### src/design/jbpi_pkg.sv
// Shared types, constants and index tables for the inverse bind matrix block.
`default_nettype none

package jbpi_pkg;

    localparam int MAX_JOINTS_DEF = 64;
    localparam int FRAC_BITS_DEF  = 16;

    // Configuration register index (byte address bit 2)
    localparam logic REG_DET_THRESHOLD = 1'b0;

    typedef enum logic [1:0] {
        ST_OK       = 2'd0,
        ST_SINGULAR = 2'd1,
        ST_PARENT   = 2'd2
    } status_t;

    // Clamp a wide signed value to 32 bits
    function automatic logic signed [31:0] sat32(input logic signed [63:0] x);
        if (x > 64'sd2147483647)
            return 32'sh7fff_ffff;
        else if (x < -64'sd2147483648)
            return 32'sh8000_0000;
        else
            return x[31:0];
    endfunction

    // Quaternion component for operand A of quaternion product step (x,y,z,w = 0..3)
    function automatic logic [1:0] quat_a(input logic [3:0] step);
        case (step)
            4'd0, 4'd3, 4'd4: return 2'd0;
            4'd1, 4'd5:       return 2'd1;
            4'd2:             return 2'd2;
            default:          return 2'd3;
        endcase
    endfunction

    // Quaternion component for operand B of quaternion product step
    function automatic logic [1:0] quat_b(input logic [3:0] step);
        case (step)
            4'd0, 4'd6: return 2'd0;
            4'd1, 4'd3, 4'd7: return 2'd1;
            default:    return 2'd2;
        endcase
    endfunction

    // Local matrix element written by scaled rotation step k
    function automatic logic [3:0] loc_elem(input logic [3:0] k);
        case (k)
            4'd0: return 4'd0;
            4'd1: return 4'd1;
            4'd2: return 4'd2;
            4'd3: return 4'd4;
            4'd4: return 4'd5;
            4'd5: return 4'd6;
            4'd6: return 4'd8;
            4'd7: return 4'd9;
            default: return 4'd10;
        endcase
    endfunction

    // Matrix element for minor row n of term t of cofactor e (e = r + 4c)
    function automatic logic [3:0] cof_addr(input logic [3:0] e, input logic [2:0] t,
                                            input logic [1:0] n);
        logic [1:0] r;
        logic [1:0] c;
        logic [1:0] row;
        logic [1:0] pc;
        logic [1:0] col;
        logic [5:0] pv;
        r = e[1:0];
        c = e[3:2];
        row = (n < c) ? n : n + 2'd1;
        case (t)
            3'd0:    pv = {2'd2, 2'd1, 2'd0};
            3'd1:    pv = {2'd1, 2'd2, 2'd0};
            3'd2:    pv = {2'd2, 2'd0, 2'd1};
            3'd3:    pv = {2'd0, 2'd2, 2'd1};
            3'd4:    pv = {2'd1, 2'd0, 2'd2};
            3'd5:    pv = {2'd0, 2'd1, 2'd2};
            default: pv = {2'd2, 2'd1, 2'd0};
        endcase
        pc = pv[{n, 1'b0} +: 2];
        col = (pc < r) ? pc : pc + 2'd1;
        return {col, row};
    endfunction

    // Odd permutations enter the 3x3 determinant with a minus sign
    function automatic logic cof_neg(input logic [2:0] t);
        return (t == 3'd1) || (t == 3'd2) || (t == 3'd5);
    endfunction

endpackage

`default_nettype wire

### src/design/jbpi_mul.sv
// Shared signed 32x32 multiplier with fixed point rounding.
`default_nettype none

module jbpi_mul #(
    parameter int FRAC_BITS = jbpi_pkg::FRAC_BITS_DEF
) (
    input  wire logic                       clk,
    input  wire logic                       en,
    input  wire logic signed [31:0]         a,
    input  wire logic signed [31:0]         b,
    output      logic signed [63-FRAC_BITS:0] rnd
);

    localparam logic signed [63:0] HALF = 64'sd1 <<< (FRAC_BITS - 1);

    logic signed [63:0] prod_reg;

    // Multiply and add half an LSB of the result
    always_ff @(posedge clk)
    begin
        if (en)
        begin
            prod_reg <= (64'(a) * 64'(b)) + HALF;
        end
    end

    // Floor shift gives round to nearest, ties up
    assign rnd = prod_reg[63:FRAC_BITS];

endmodule

`default_nettype wire

### config.mk
export PLATFORM = sky130hd
export DESIGN_NAME = jbpi_mul
export DESIGN_NICKNAME = d
export VERILOG_FILES = /design/src/design/jbpi_pkg.sv /design/src/design/jbpi_mul.sv
export SDC_FILE = /design/constraint.sdc
export NUM_CORES = 2
export LEC_CHECK = 0
export ABC_AREA = 0
export BUFFER_PORTS_ARGS = -buffer_cell sky130_fd_sc_hd__buf_2
export CORE_UTILIZATION = 45
export CTS_CLUSTER_SIZE = 30
export DETAILED_ROUTE_END_ITERATION = 12
export GPL_TIMING_DRIVEN = 1
export HOLD_SLACK_MARGIN = 0.12
export PLACE_DENSITY_LB_ADDON = 0.1
export RECOVER_POWER = 100
export SLEW_MARGIN = 20
export SYNTH_ARGS = -nofsm -noshare
export SYNTH_HDL_FRONTEND = slang
export SYNTH_SLANG_ARGS = --single-unit
### constraint.sdc
create_clock -name clk -period 22.1 [get_ports clk]
set_input_delay 5.525 -clock clk [delete_from_list [all_inputs] [get_ports clk]]
set_output_delay 5.525 -clock clk [all_outputs]
set_load 0.02 [all_outputs]
After elaboration in Yosys (flattened, before gate mapping)
Cells that the tools add are included.

Add/sub/neg operators: 1. Multiply operators: 1. Div/mod/pow operators: 0. $lt $le $gt $ge: 0. Equality and inequality tests: 0. Shift-type cells: 0. Muxes and demuxes: 0. Bitwise gates (word level): 0. Reduce and logical (&&, ||, !) cells: 0.

Operator list (number): 64-bit by 17-bit adder with 64-bit output, second input constant (1); 32-bit by 32-bit multiplier with 64-bit output (1).

Bits in registers: 64. Bits in latches: 0. Memory bits (writable): 0. Memory bits (read-only): 0. Output and inout bits: 48. Word-level logic and storage cells: 3. Memories kept: 0.

Depth between registers and ports, before layout
Depth after elaboration: 2. Depth in mapped cells: 29. Mapped depth without buffers: 27.

Least setup slack after synthesis
Ideal clock, no wire load.

Path kind: in2reg. From: input b[2]. To: register prod_reg[63] (data pin). Library setup time: 0.260 ns. Data arrival time: 12.480 ns. Required time: 21.840 ns. Slack: 9.360 ns. Stages: 26. Path buffers: 1. Cells stage by stage: clkbuf_1 nand2_1 inv_1 fa_1 fa_1 fa_1 fa_1 inv_1 fa_1 inv_1 fa_1 inv_1 fa_1 inv_1 fa_1 ha_1 a21oi_1 o21bai_1 a21oi_1 o21ai_0 a311oi_1 o21ai_0 a21oi_1 o21ai_0 a21oi_1 xnor2_1.

Word-level cells in the longest chain between the ends: 2.

Ends and longest elaborated chain: start: declaration (RTL line jbpi_mul.sv:10) `input wire logic signed [31:0] b,`; 32-bit by 32-bit multiplier with 64-bit output (RTL line jbpi_mul.sv:23) `prod_reg <= (64'(a) * 64'(b)) + HALF;`; 64-bit by 17-bit adder with 64-bit output (RTL line jbpi_mul.sv:23); end signal: assignment (RTL line jbpi_mul.sv:23); end: declaration (RTL line jbpi_mul.sv:16) `logic signed [63:0] prod_reg;`.

Every way passes these cells. A chain may end at the register's enable or synchronous reset.

Final worst setup path
From: input a[11]. To: register prod_reg[61] (data pin).

Word-level cells in the longest chain between the ends: 2.

Ends and longest elaborated chain: start: declaration (RTL line jbpi_mul.sv:9) `input wire logic signed [31:0] a,`; 32-bit by 32-bit multiplier with 64-bit output (RTL line jbpi_mul.sv:23); 64-bit by 17-bit adder with 64-bit output (RTL line jbpi_mul.sv:23).

Every way passes these cells.

==> results summary <==
The share of async-settable or async-resettable flops after synthesis came out at 0. The number of flops mapped to enable cells by yosys is 48. The non-filler instance count after layout came out at 4875. The register with the most flip-flops in the layout has 48 of them.

The number of buffers added for setup after CTS is 0. The number of antenna violations at the first check in global routing came out at 7. The final-stage net count came out at 5128. The total clock buffers created by CTS is 5.

The critical path data required time is 22220 ps. Of the total synthesized cell area, the portion taken by full adders, half adders and majority gates is 0.641. The post-synthesis net count is 5191. Of the total synthesized cell area, the portion taken by AND, OR, NAND and NOR gates is 0.153. The highest fanout seen on the critical path is 32. The fraction of layout instances using a drive strength above 1 is 0.0255. The portion of netlist area occupied by mux cells is 0. In this run the core area contains 105 standard-cell rows. The area fraction of the dominant cell type after synthesis is 0.582.

The global route total overflow came out at 0. The synthesized-area fraction occupied by ao, oa, aoi and oai cells is 0.0324. The main flop type after synthesis is edfxtp_1.

Setup repair after global routing left no endpoint under its margin. The flow ran to the end, but the final reports show violations. The register area is 0.00144 sq mm. The number of hold buffers added after CTS was 0. The average cell area after synthesis is 9.63 sq um. The area growth from synthesis to layout is 3.52%. The wire length after detailed routing came out at 105000 microns. The number of synthesis warnings came out at 0.

The horizontal die dimension is 290 microns. The largest net degree at the start of global routing is 44. Summed over all nets, the half-perimeter wirelength after detailed placement is 83400 microns. The headroom to the max-slew limit is -0.889. The routed length per placed instance came out at 21.5 microns.

The number of nets still failing antenna checks after routing came out at 0. The final hold violation count was 0. The measured slew at the worst slew-check pin is 2830 ps.

The post-route setup TNS is 0 ps. The depth of the CTS H-tree came out at 2. The checks that failed: DRC, capacitance limit, slew limit. The area taken by multi-input logic gates is 0.0312 sq mm. The detail-routed via count per cell is 5.14.

The final count of pins violating max slew came out at 83. The post-cts sizing count came out at 0. Counting I/O delays and the setup requirement, the final critical path takes 15510 ps. The number of max-cap violations came out at 3. By area, the combinational part of the netlist is dominated by adder cells. By area the synthesized netlist is led by fa_1 (58%), inv_1 (9.8%), and2_1 (8.6%), ha_1 (5.9%), nand2_1 (5.2%). The final cycle utilization of the critical path is 0.702. The initial utilization of the core area, before any placement, comes to 0.454.

After technology mapping, the gate count stands at 3866. By count the netlist is led by fa_1 (1082), inv_1 (975), nand2_1 (513). The xor/xnor cell area share of the yosys netlist came out at 0.0146.

The fmax is 0.0645 GHz. The number of global-route vias before repair came out at 28200. The first global-routing pass estimated 168000 microns of wire. The weighted congestion reported at the end of routability-driven placement is 0.840. Setup violations remaining at the end of the flow were counted as 0. The core box area came out at 0.0820 sq mm. After the first detailed-routing iteration, the DRC count stood at 1264.

At the end of the flow the core is filled with cells to 0.470. The clock transition time at the flip-flop clock pins of the worst setup and hold paths came out at 80 ps. 114 I/O pins were placed. Across every metal layer, demand over resource in global routing totals 0.269. The type of element capturing the critical path is a flop. The number of search-and-repair iterations in the first detailed-routing pass came out at 9. The clock sink total is 48. The worst hold slack is 5550 ps. The worst hold path endpoint is prod_reg[55]. The unique cell type count in the Yosys netlist came out at 60.

For the worst setup path, the data arrival time is 15630 ps. The clock passes through at most 2 buffers. After filler insertion, the fill cell instance count of the layout stands at 8049. The startpoint-to-endpoint class of the critical path is in2reg. The startpoint type of the worst setup path is an input pin. The most common cell in the synthesized netlist is fa_1. The number of placed instances with taps included is 4866. The TritonCTS clock tree is built. In this run, synthesis produced a sequential element count of 48. The register area share after synthesis came out at 0.0387. The area of the mapped netlist came out at 0.0372 sq mm. Counting instances, the worst hold path has a depth of 1. The total die area is 0.0839 sq mm. The detailed router placed 25100 vias in this run.

The min-delay analysis places its worst path in the category in2reg. Of all cell types, the one taking the most synthesized area is fa_1. The start point of the worst min-delay path is en. The chip height is 290 microns. The count of buffers inserted at the top-level ports came out at 113. Clock tree synthesis selected as its root buffer the cell clkbuf_16. The DRC violation count after routing came out at 2.
-- how the worst max path moves through the flow --
stage	from	slack [ps]	cells after the start	endpoint
after floorplan	b[2]	9360	26	prod_reg[63]
after global placement	a[26]	7630	24	prod_reg[61]
after detailed placement	a[26]	7970	24	prod_reg[59]
after CTS	a[31]	8330	26	prod_reg[63]
after global routing	a[11]	6360	25	prod_reg[61]
final	a[11]	6590	23	prod_reg[61]
-- placed cells by master, fill, tap and decap left out, drive strengths merged, types with 2 or more instances in the layout --
cell type,synthesis,routed
a41oi,2,2
nor2b,5,5
a2111oi,2,2
o21ai,36,36
buf,8,86
edfxtp,48,48
nand4,17,17
nor2,51,51
a21o,22,22
nand2,513,513
o31ai,5,5
or2,2,2
a31oi,7,7
nor3,8,8
and3,5,5
a211o,2,2
o21a,7,7
clkbuf,200,57
ha,177,177
xor2,19,19
and2,512,512
bufinv,0,2
xnor2,43,43
nand2b,8,8
nand3,11,11
a211oi,6,6
o21bai,9,9
a21oi,62,62
fa,1082,1082
a311oi,3,3
inv,975,976
or3,3,3
-- stage by stage --
stage	setup WS, ps	area (sq um)
finish	6590	38500
global route	6360	38500
CTS	8330	38700
detailed placement	7970	38500
global placement	7630	38500
floorplan	9360	37200
-- cell type report --
cell class              instances  share of cell area
diodes                          1           0.0000649
clock buffers                   5             0.00325
clock inverters                 3             0.00179
inverters                     976              0.0951
multi-input cells            2634               0.810
flip-flops and latches         48              0.0374
well taps                    1070              0.0347
repair buffers                138              0.0177
-- critical path, stage by stage --
cell and delay (ps):
clkbuf_1 1370, nand2_1 230, fa_1 600, inv_1 50
fa_1 500, fa_1 570, fa_1 440, fa_1 520
fa_1 430, fa_1 500, inv_1 50, fa_1 480
inv_1 50, ha_1 490, and3_2 360, nand4_1 150
nor3_1 160, nor3b_1 1380, o21ai_0 730, o22ai_1 400
or2_0 290, a41oi_1 180, xnor2_1 150
-- per-layer routing --
metal,track usage,up-vias,part of all wire
met5,0,-,0.00052
met4,0.0776,8,0.029
met3,0.0475,128,0.055
met2,0.462,639,0.50
met1,0.350,13400,0.41
li1,-,10800,-
-- kinds of logic after synthesis --
group | after synthesis
AND/OR/NAND/NOR | 1139
adder cells (fa/ha/maj) | 1259
AO/OA/AOI/OAI | 174
XOR/XNOR | 62
buffers and inverters | 1184
flip-flops | 48
Power is left out: the tool's default activity adds up to more than one toggle a clock period on the data nets, which glitch-free logic cannot reach.
