<file path="src/design/jbpi_div.sv">
// Restoring divider with round-half-away and 32-bit saturation.
`default_nettype none

module jbpi_div #(
    parameter int NW = 48,
    parameter int DW = 50
) (
    input  wire logic                clk,
    input  wire logic                rst_n,
    input  wire logic                start,
    input  wire logic [NW-1:0]       num_mag,
    input  wire logic [DW-1:0]       den_mag,
    input  wire logic                neg,
    output      logic                done,
    output      logic signed [31:0]  result
);

    localparam int CW = $clog2(NW);

    typedef enum logic [1:0] {
        D_IDLE,
        D_RUN,
        D_RND,
        D_SAT
    } dstate_t;

    dstate_t          state_reg;
    logic [CW-1:0]    cnt_reg;
    logic [NW-1:0]    num_reg;
    logic [NW-1:0]    quo_reg;
    logic [DW-1:0]    rem_reg;
    logic [DW-1:0]    den_reg;
    logic             neg_reg;
    logic [NW:0]      qm_reg;
    logic             done_reg;
    logic signed [31:0] result_reg;

    logic [DW:0]      trial;
    logic             ge;
    logic             up;

    // One quotient bit per cycle
    assign trial = {rem_reg, num_reg[NW-1]};
    assign ge    = trial >= {1'b0, den_reg};
    assign up    = {rem_reg, 1'b0} >= {1'b0, den_reg};

    always_ff @(posedge clk or negedge rst_n)
    begin
        if (!rst_n)
        begin
            state_reg  <= D_IDLE;
            cnt_reg    <= '0;
            num_reg    <= '0;
            quo_reg    <= '0;
            rem_reg    <= '0;
            den_reg    <= '0;
            neg_reg    <= 1'b0;
            qm_reg     <= '0;
            done_reg   <= 1'b0;
            result_reg <= '0;
        end
        else
        begin
            unique case (state_reg)
                D_IDLE:
                begin
                    if (start)
                    begin
                        num_reg   <= num_mag;
                        den_reg   <= den_mag;
                        neg_reg   <= neg;
                        rem_reg   <= '0;
                        quo_reg   <= '0;
                        cnt_reg   <= CW'(NW - 1);
                        done_reg  <= 1'b0;
                        state_reg <= D_RUN;
                    end
                end
                D_RUN:
                begin
                    rem_reg <= ge ? DW'(trial - {1'b0, den_reg}) : DW'(trial);
                    quo_reg <= {quo_reg[NW-2:0], ge};
                    num_reg <= num_reg << 1;
                    cnt_reg <= cnt_reg - 1'b1;
                    if (cnt_reg == '0)
                    begin
                        state_reg <= D_RND;
                    end
                end
                D_RND:
                begin
                    // Round half away from zero on the magnitude
                    qm_reg    <= {1'b0, quo_reg} + (NW+1)'(up);
                    state_reg <= D_SAT;
                end
                D_SAT:
                begin
                    if (neg_reg)
                        result_reg <= (qm_reg > (NW+1)'(32'h8000_0000)) ?
                                      32'sh8000_0000 : -$signed(qm_reg[31:0]);
                    else
                        result_reg <= (qm_reg > (NW+1)'(32'h7fff_ffff)) ?
                                      32'sh7fff_ffff : $signed(qm_reg[31:0]);
                    done_reg  <= 1'b1;
                    state_reg <= D_IDLE;
                end
                default:
                begin
                    state_reg <= D_IDLE;
                end
            endcase
        end
    end

    assign done   = done_reg;
    assign result = result_reg;

endmodule

`default_nettype wire

</file>
<file path="config.mk">
export PLATFORM = sky130hd
export DESIGN_NAME = jbpi_div
export DESIGN_NICKNAME = d
export VERILOG_FILES = /design/src/design/jbpi_div.sv
export SDC_FILE = /design/constraint.sdc
export NUM_CORES = 1
export LEC_CHECK = 0
export ABC_AREA = 1
export CAP_MARGIN = 25
export CORE_ASPECT_RATIO = 1.4
export CORE_MARGIN = 1.5
export CORE_UTILIZATION = 55
export CTS_CLUSTER_SIZE = 12
export DETAILED_ROUTE_END_ITERATION = 8
export DONT_BUFFER_PORTS = 1
export PLACE_DENSITY = 0.79
export SLEW_MARGIN = 10
export SYNTH_ARGS = -nofsm -noshare
export SYNTH_HDL_FRONTEND = slang
export SYNTH_SLANG_ARGS = --single-unit
</file>
<file path="constraint.sdc">
create_clock -name clk -period 3.5 [get_ports clk]
set_input_delay 0.7 -clock clk [delete_from_list [all_inputs] [get_ports clk]]
set_output_delay 0.7 -clock clk [all_outputs]
set_load 0.01 [all_outputs]
</file>
Word level (Yosys, flattened, before mapping):

Index checks and enable logic that the tools add are counted.

* bits in registers: 287
* word-level logic and storage cells: 48

* mux-type cells: 17
* order comparisons: 4
* reduce and logical (&&, ||, !) cells: 8
* add/sub/neg operators: 4
* equality and inequality tests: 5

Operators by type and width (count)
* case mux 48 bit (2 select lines): 2
* greater-or-equal comparator 51 x 50 -> 1 bit: 2
* 2-to-1 mux 50 bit: 2
* case mux 50 bit (2 select lines): 1
* 2-to-1 mux 32 bit: 3
* 2-to-1 mux 48 bit: 2
* subtractor 50 bit: 1
* adder 48 x 1 -> 49 bit: 1
* greater-than comparator 49 x 31 -> 1 bit (second input constant): 1
* greater-than comparator 49 x 32 -> 1 bit (second input constant): 1
* negator 32 bit: 1
* case mux 6 bit (2 select lines): 1
* case mux 2 bit (4 select lines): 1
* AND reduction 2 bit: 4
* logical NOT 6 bit: 1
* 2-to-1 mux 6 bit: 1
* subtractor 6 x 1 -> 6 bit (second input constant): 1
* equality test 2 bit (second input constant): 2
* 2-to-1 mux 2 bit: 2
* inequality test 2 bit (second input constant): 2
* nonzero test 2 bit: 2
* equality test 2 x 1 -> 1 bit (second input constant): 1
* logical NOT 2 bit: 1
* case mux 1 bit (2 select lines): 1
* 2-to-1 mux 1 bit: 1

Longest topological paths before layout:

* word-level depth: 3
* depth in mapped cells: 27
* gate-level depth less buffers: 25

Worst setup path after synthesis:

Ideal clock, no wire load.

* path type: reg2reg
* start point: register rem_reg[36]
* end point: register qm_reg[40]
* period minus slack after synthesis: 3.310 ns
* cell stages (with the launch flop): 24
* buffers on the path: 2
* slack: 0.190 ns
* arrival: 3.194 ns
* required time: 3.383 ns
* setup time: 0.117 ns
* cells stage by stage: dfrtp_1 -> ha_1 -> nand2_1 -> nor2_1 -> nand2_1 -> inv_2 -> nand2_1 -> inv_1 -> a21oi_2 -> buf_4 -> buf_4 -> nand2_1 -> ha_1 -> ha_1 -> nand2_1 -> nor2_2 -> inv_1 -> nor2_1 -> inv_1 -> nor2_1 -> nand4_1 -> xor2_1 -> nand2_1 -> nand2_1

* longest elaborated chain between the ends: 2

RTL lines
* start: declaration: RTL line 31 `logic [DW-1:0] rem_reg;`
* start signal: assignment: RTL line 81 `rem_reg <= ge ? DW'(trial - {1'b0, den_reg}) : DW'(trial);`
* greater-or-equal comparator 51 x 50 -> 1 bit: RTL line 45 `assign up = {rem_reg, 1'b0} >= {1'b0, den_reg};`
* adder 48 x 1 -> 49 bit: RTL line 93 `qm_reg <= {1'b0, quo_reg} + (NW+1)'(up);`
* end signal: assignment: RTL line 93
* end: declaration: RTL line 34 `logic [NW:0] qm_reg;`

No other way between the ends.
A chain may end at the register's enable or synchronous reset.

Worst setup path after layout:

* start point: register rem_reg[48]
* end point: register qm_reg[39]

The elaborated chain is that of the path after synthesis.

==> results.py <==
metrics = {
    "synthesis": {
        "syn_inst": 2822,
        "synth_edf_count": 0,
        "syn_avg_cell_area_um2": 6.73,
        "synth_nets": 2985,
        "synthMuxAreaShare_pct": 0,
        "synth_top_family_by_area": "simple AND/OR/NAND/NOR gates",
        "synth_adder_area_share_pct": 4.06,
        "synth_xor_area_share_pct": 3.23,
        "ys_seq_area_share_pct": 37.8,
        "synth_compound_area_share_pct": 8.65,
        "synth_area_um2": 19000,
        "yosysWarnings": 0,
        "ys_async_sr_fraction_pct": 100,
        "synth_seq_cells": 287,
        "synthFlopType": "dfrtp_1",
        "yosys.area_share.simple_pct": 35.6,
        "synth_cell_type_count": 44,
    },
    "timing": {
        "final_max_slew_viol_count": 0,
        "skew_ns": 0.0117,
        "slew_headroom_pct": 33.2,
        "hold_slack_ns": -0.200,
        "period_needed_ns": 3.32,
        "setup_slack_ns": 0.182,
        "hold_viol": 287,
        "min_period_over_period_pct": 94.8,
        "finalSetupViolations": 0,
        "clock.fmax_mhz": 301,
        "worst_pin_slew_ns": 0.999,
    },
    "power_and_ir_drop": {
        "p_leak_uw": 0.0105,
        "total_power_uw": 17500,
        "p_per_area_nw_per_um2": 831,
        "ir_drop_mv": 0.701,
    },
    "floorplan": {
        "die_y_um": 223,
        "die_w_um": 160,
        "ios": 135,
        "placementRows": 80,
        "core_area_um2": 34000,
        "initial_core_util_pct": 55.8,
        "die_area_um2": 35700,
    },
    "detailed_routing": {
        "wl_um": 64100,
        "drt_iter0_drc": 1281,
        "drc": 0,
        "vias_per_cell": 5.62,
        "dr_total_vias": 18576,
        "wl_per_cell_um": 19.4,
        "ant_nets": 0,
        "dr.pass1.iters": 5,
    },
    "placement": {
        "gp_congestion": 1.03,
        "dp_hpwl_um": 48300,
        "dp_cells": 3243,
        "placed_area_um2": 19600,
        "dp_slack_ns": 0.0660,
        "portBuffers": 0,
    },
    "job": {
        "max-cap-violations": 0,
    },
    "worst_setup_path": {
        "reg2regPathDepth": 22,
        "cp-start-kind": "flop",
        "critical_path_required_ns": 4.02,
        "crit_arrival_ns": 3.83,
        "crit_fanout": 4,
        "end_kind": "flop",
        "worstSetupPathType": "reg2reg",
    },
    "clock_tree": {
        "insertion_delay_ns": 0.59,
        "tritoncts": "yes",
        "cts_made_buffers": 30,
        "path_clk_slew_ns": 0.06,
        "cts.sinks": 287,
        "h-tree-depth": 1,
        "cts.path.max_buffers": 3,
        "clockRootBuffer": "clkbuf_16",
    },
    "global_routing": {
        "antenna_found_initial": 5,
        "grt_overflow_total": 0,
        "grt_pass1_wl_um": 99000,
        "grt_pass1_vias": 18649,
        "track_usage_pct": 35.7,
        "grt_max_degree": 288,
    },
    "layout": {
        "final_nets": 2997,
        "area_growth_pct": 11.2,
        "drive_above_1_share_pct": 7.71,
        "final_area_um2": 21100,
        "layoutNonFillerInstCount": 3306,
    },
    "min_path": {
        "hold_class": "in2async",
    },
    "run_status": {
        "status": "finished with violations",
        "violations": "negative hold slack",
    },
}
## layout by cell type (no fill, tap or decap), types with 7 or more instances in the layout
| cell | count |
|---|---|
| nand2_1 | 987 |
| inv_1 | 402 |
| dfrtp_1 | 287 |
| nor2_1 | 226 |
| nand3_1 | 169 |
| o21ai_0 | 116 |
| nand4_1 | 93 |
| buf_4 | 74 |
| o22ai_1 | 50 |
| xor2_1 | 45 |
| a31oi_1 | 42 |
| nor3_1 | 41 |
| a21oi_1 | 38 |
| ha_4 | 30 |
| clkbuf_16 | 30 |
| ha_1 | 29 |
| xnor2_1 | 23 |
| nand2_2 | 20 |
| nor2_2 | 19 |
| nor4_1 | 17 |
| o21ai_1 | 15 |
| a22oi_1 | 10 |
| clkbuf_1 | 10 |
| nor2_4 | 8 |
| inv_2 | 8 |
| o21bai_1 | 8 |
| nand3b_1 | 8 |
| clkbuf_8 | 7 |
## path summary, 6_finish.rpt
check,slack (ns),startpoint,end
max,0.18,rem_reg[48],qm_reg[39]
min,-0.20,rst_n,num_reg[42]
max reg2reg,0.18,rem_reg[48],qm_reg[39]
min reg2reg,0.48,qm_reg[44],qm_reg[44]
max in group asynchronous,3.33,rst_n,rem_reg[38]
min in group clk,0.23,den_mag[9],den_reg[9]
## stage by stage
step                TNS, ns  utilization [%]
finish                    0             62.0
global route        -0.0372             62.0
CTS                       0             60.4
detailed placement        0             57.7
global placement          0             57.7
floorplan                 0                -
## critical path: stages, from the launching register on
cell and delay, ns:
dfrtp_1 0.40, ha_1 0.31, inv_1 0.07, nor2_2 0.14, nand3_2 0.10, nor2_2 0.15, buf_4 0.12, nand2_1 0.05
nand2_2 0.10, a21oi_2 0.06, nand2_2 0.11, ha_4 0.14, buf_4 0.13, nand3_2 0.10, nor2_4 0.10, nand2_2 0.08
nor2_4 0.12, nand3_4 0.11, nor3_4 0.28, nand2_2 0.12, buf_6 0.17, xor2_2 0.14, o21ai_1 0.14
## kinds of logic after synthesis
logic type                 after synthesis
and+or+nand+nor                       1602
buffers and inverters                  511
AOI/OAI and AO/OA                      291
DFF                                    287
xor gates and xnor gates                70
adders and majority gates               61
## where the power goes
group,switching [uW],internal (uW),total (uW)
combinational,6140,2960,9100
sequential,869,4490,5360
clock,1360,1720,3090
total,8370,9170,17500
## layer usage
metal  part of all wire [%]  GRT usage, %  vias up
li1                       -             -     8974
met1                     36          37.4     8787
met2                     53          67.1      596
met3                    4.2          3.94      213
met4                    6.9          23.3        6
met5                  0.062             0        -
## repair_timing
action / CTS / global route
buffers inserted: 0 / 10
endpoints found under the hold margin: 287 / 287
resized for setup: 0 / 59
endpoints found under the setup margin: 0 / 28
## Yosys cell counts (9+ instances only)
library cell  number  area (um^2)
nand2_2           10         62.6
nor3_1            41          205
nor4_1            17          106
o21ai_1           15         75.1
dfrtp_1          287         7180
xnor2_1           23          201
buf_6              9          101
buf_2             12         60.1
inv_1            403         1510
nand3_1          170          851
nor2_1           235          882
ha_1              60          751
a22oi_1           10         75.1
o22ai_1           50          313
o21ai_0          117          586
nor2_2            15         93.8
clkbuf_1          65          244
nand4_1           93          582
xor2_1            47          412
nand2_1          997         3740
a31oi_1           42          263
a21oi_1           39          195
## area by class of cell
| class | instances | area, um^2 |
|---|---|---|
| fill | 3198 | 12900 |
| clock buffer | 47 | 885 |
| tap | 451 | 564 |
| inverter | 414 | 1560 |
| sequential | 287 | 7180 |
| multi-input combinational | 2024 | 10300 |
| timing repair buffer | 77 | 607 |
| clock inverter | 4 | 50.0 |
| antenna | 2 | 5.00 |
Note: power is estimated with default switching activity, not from simulation.
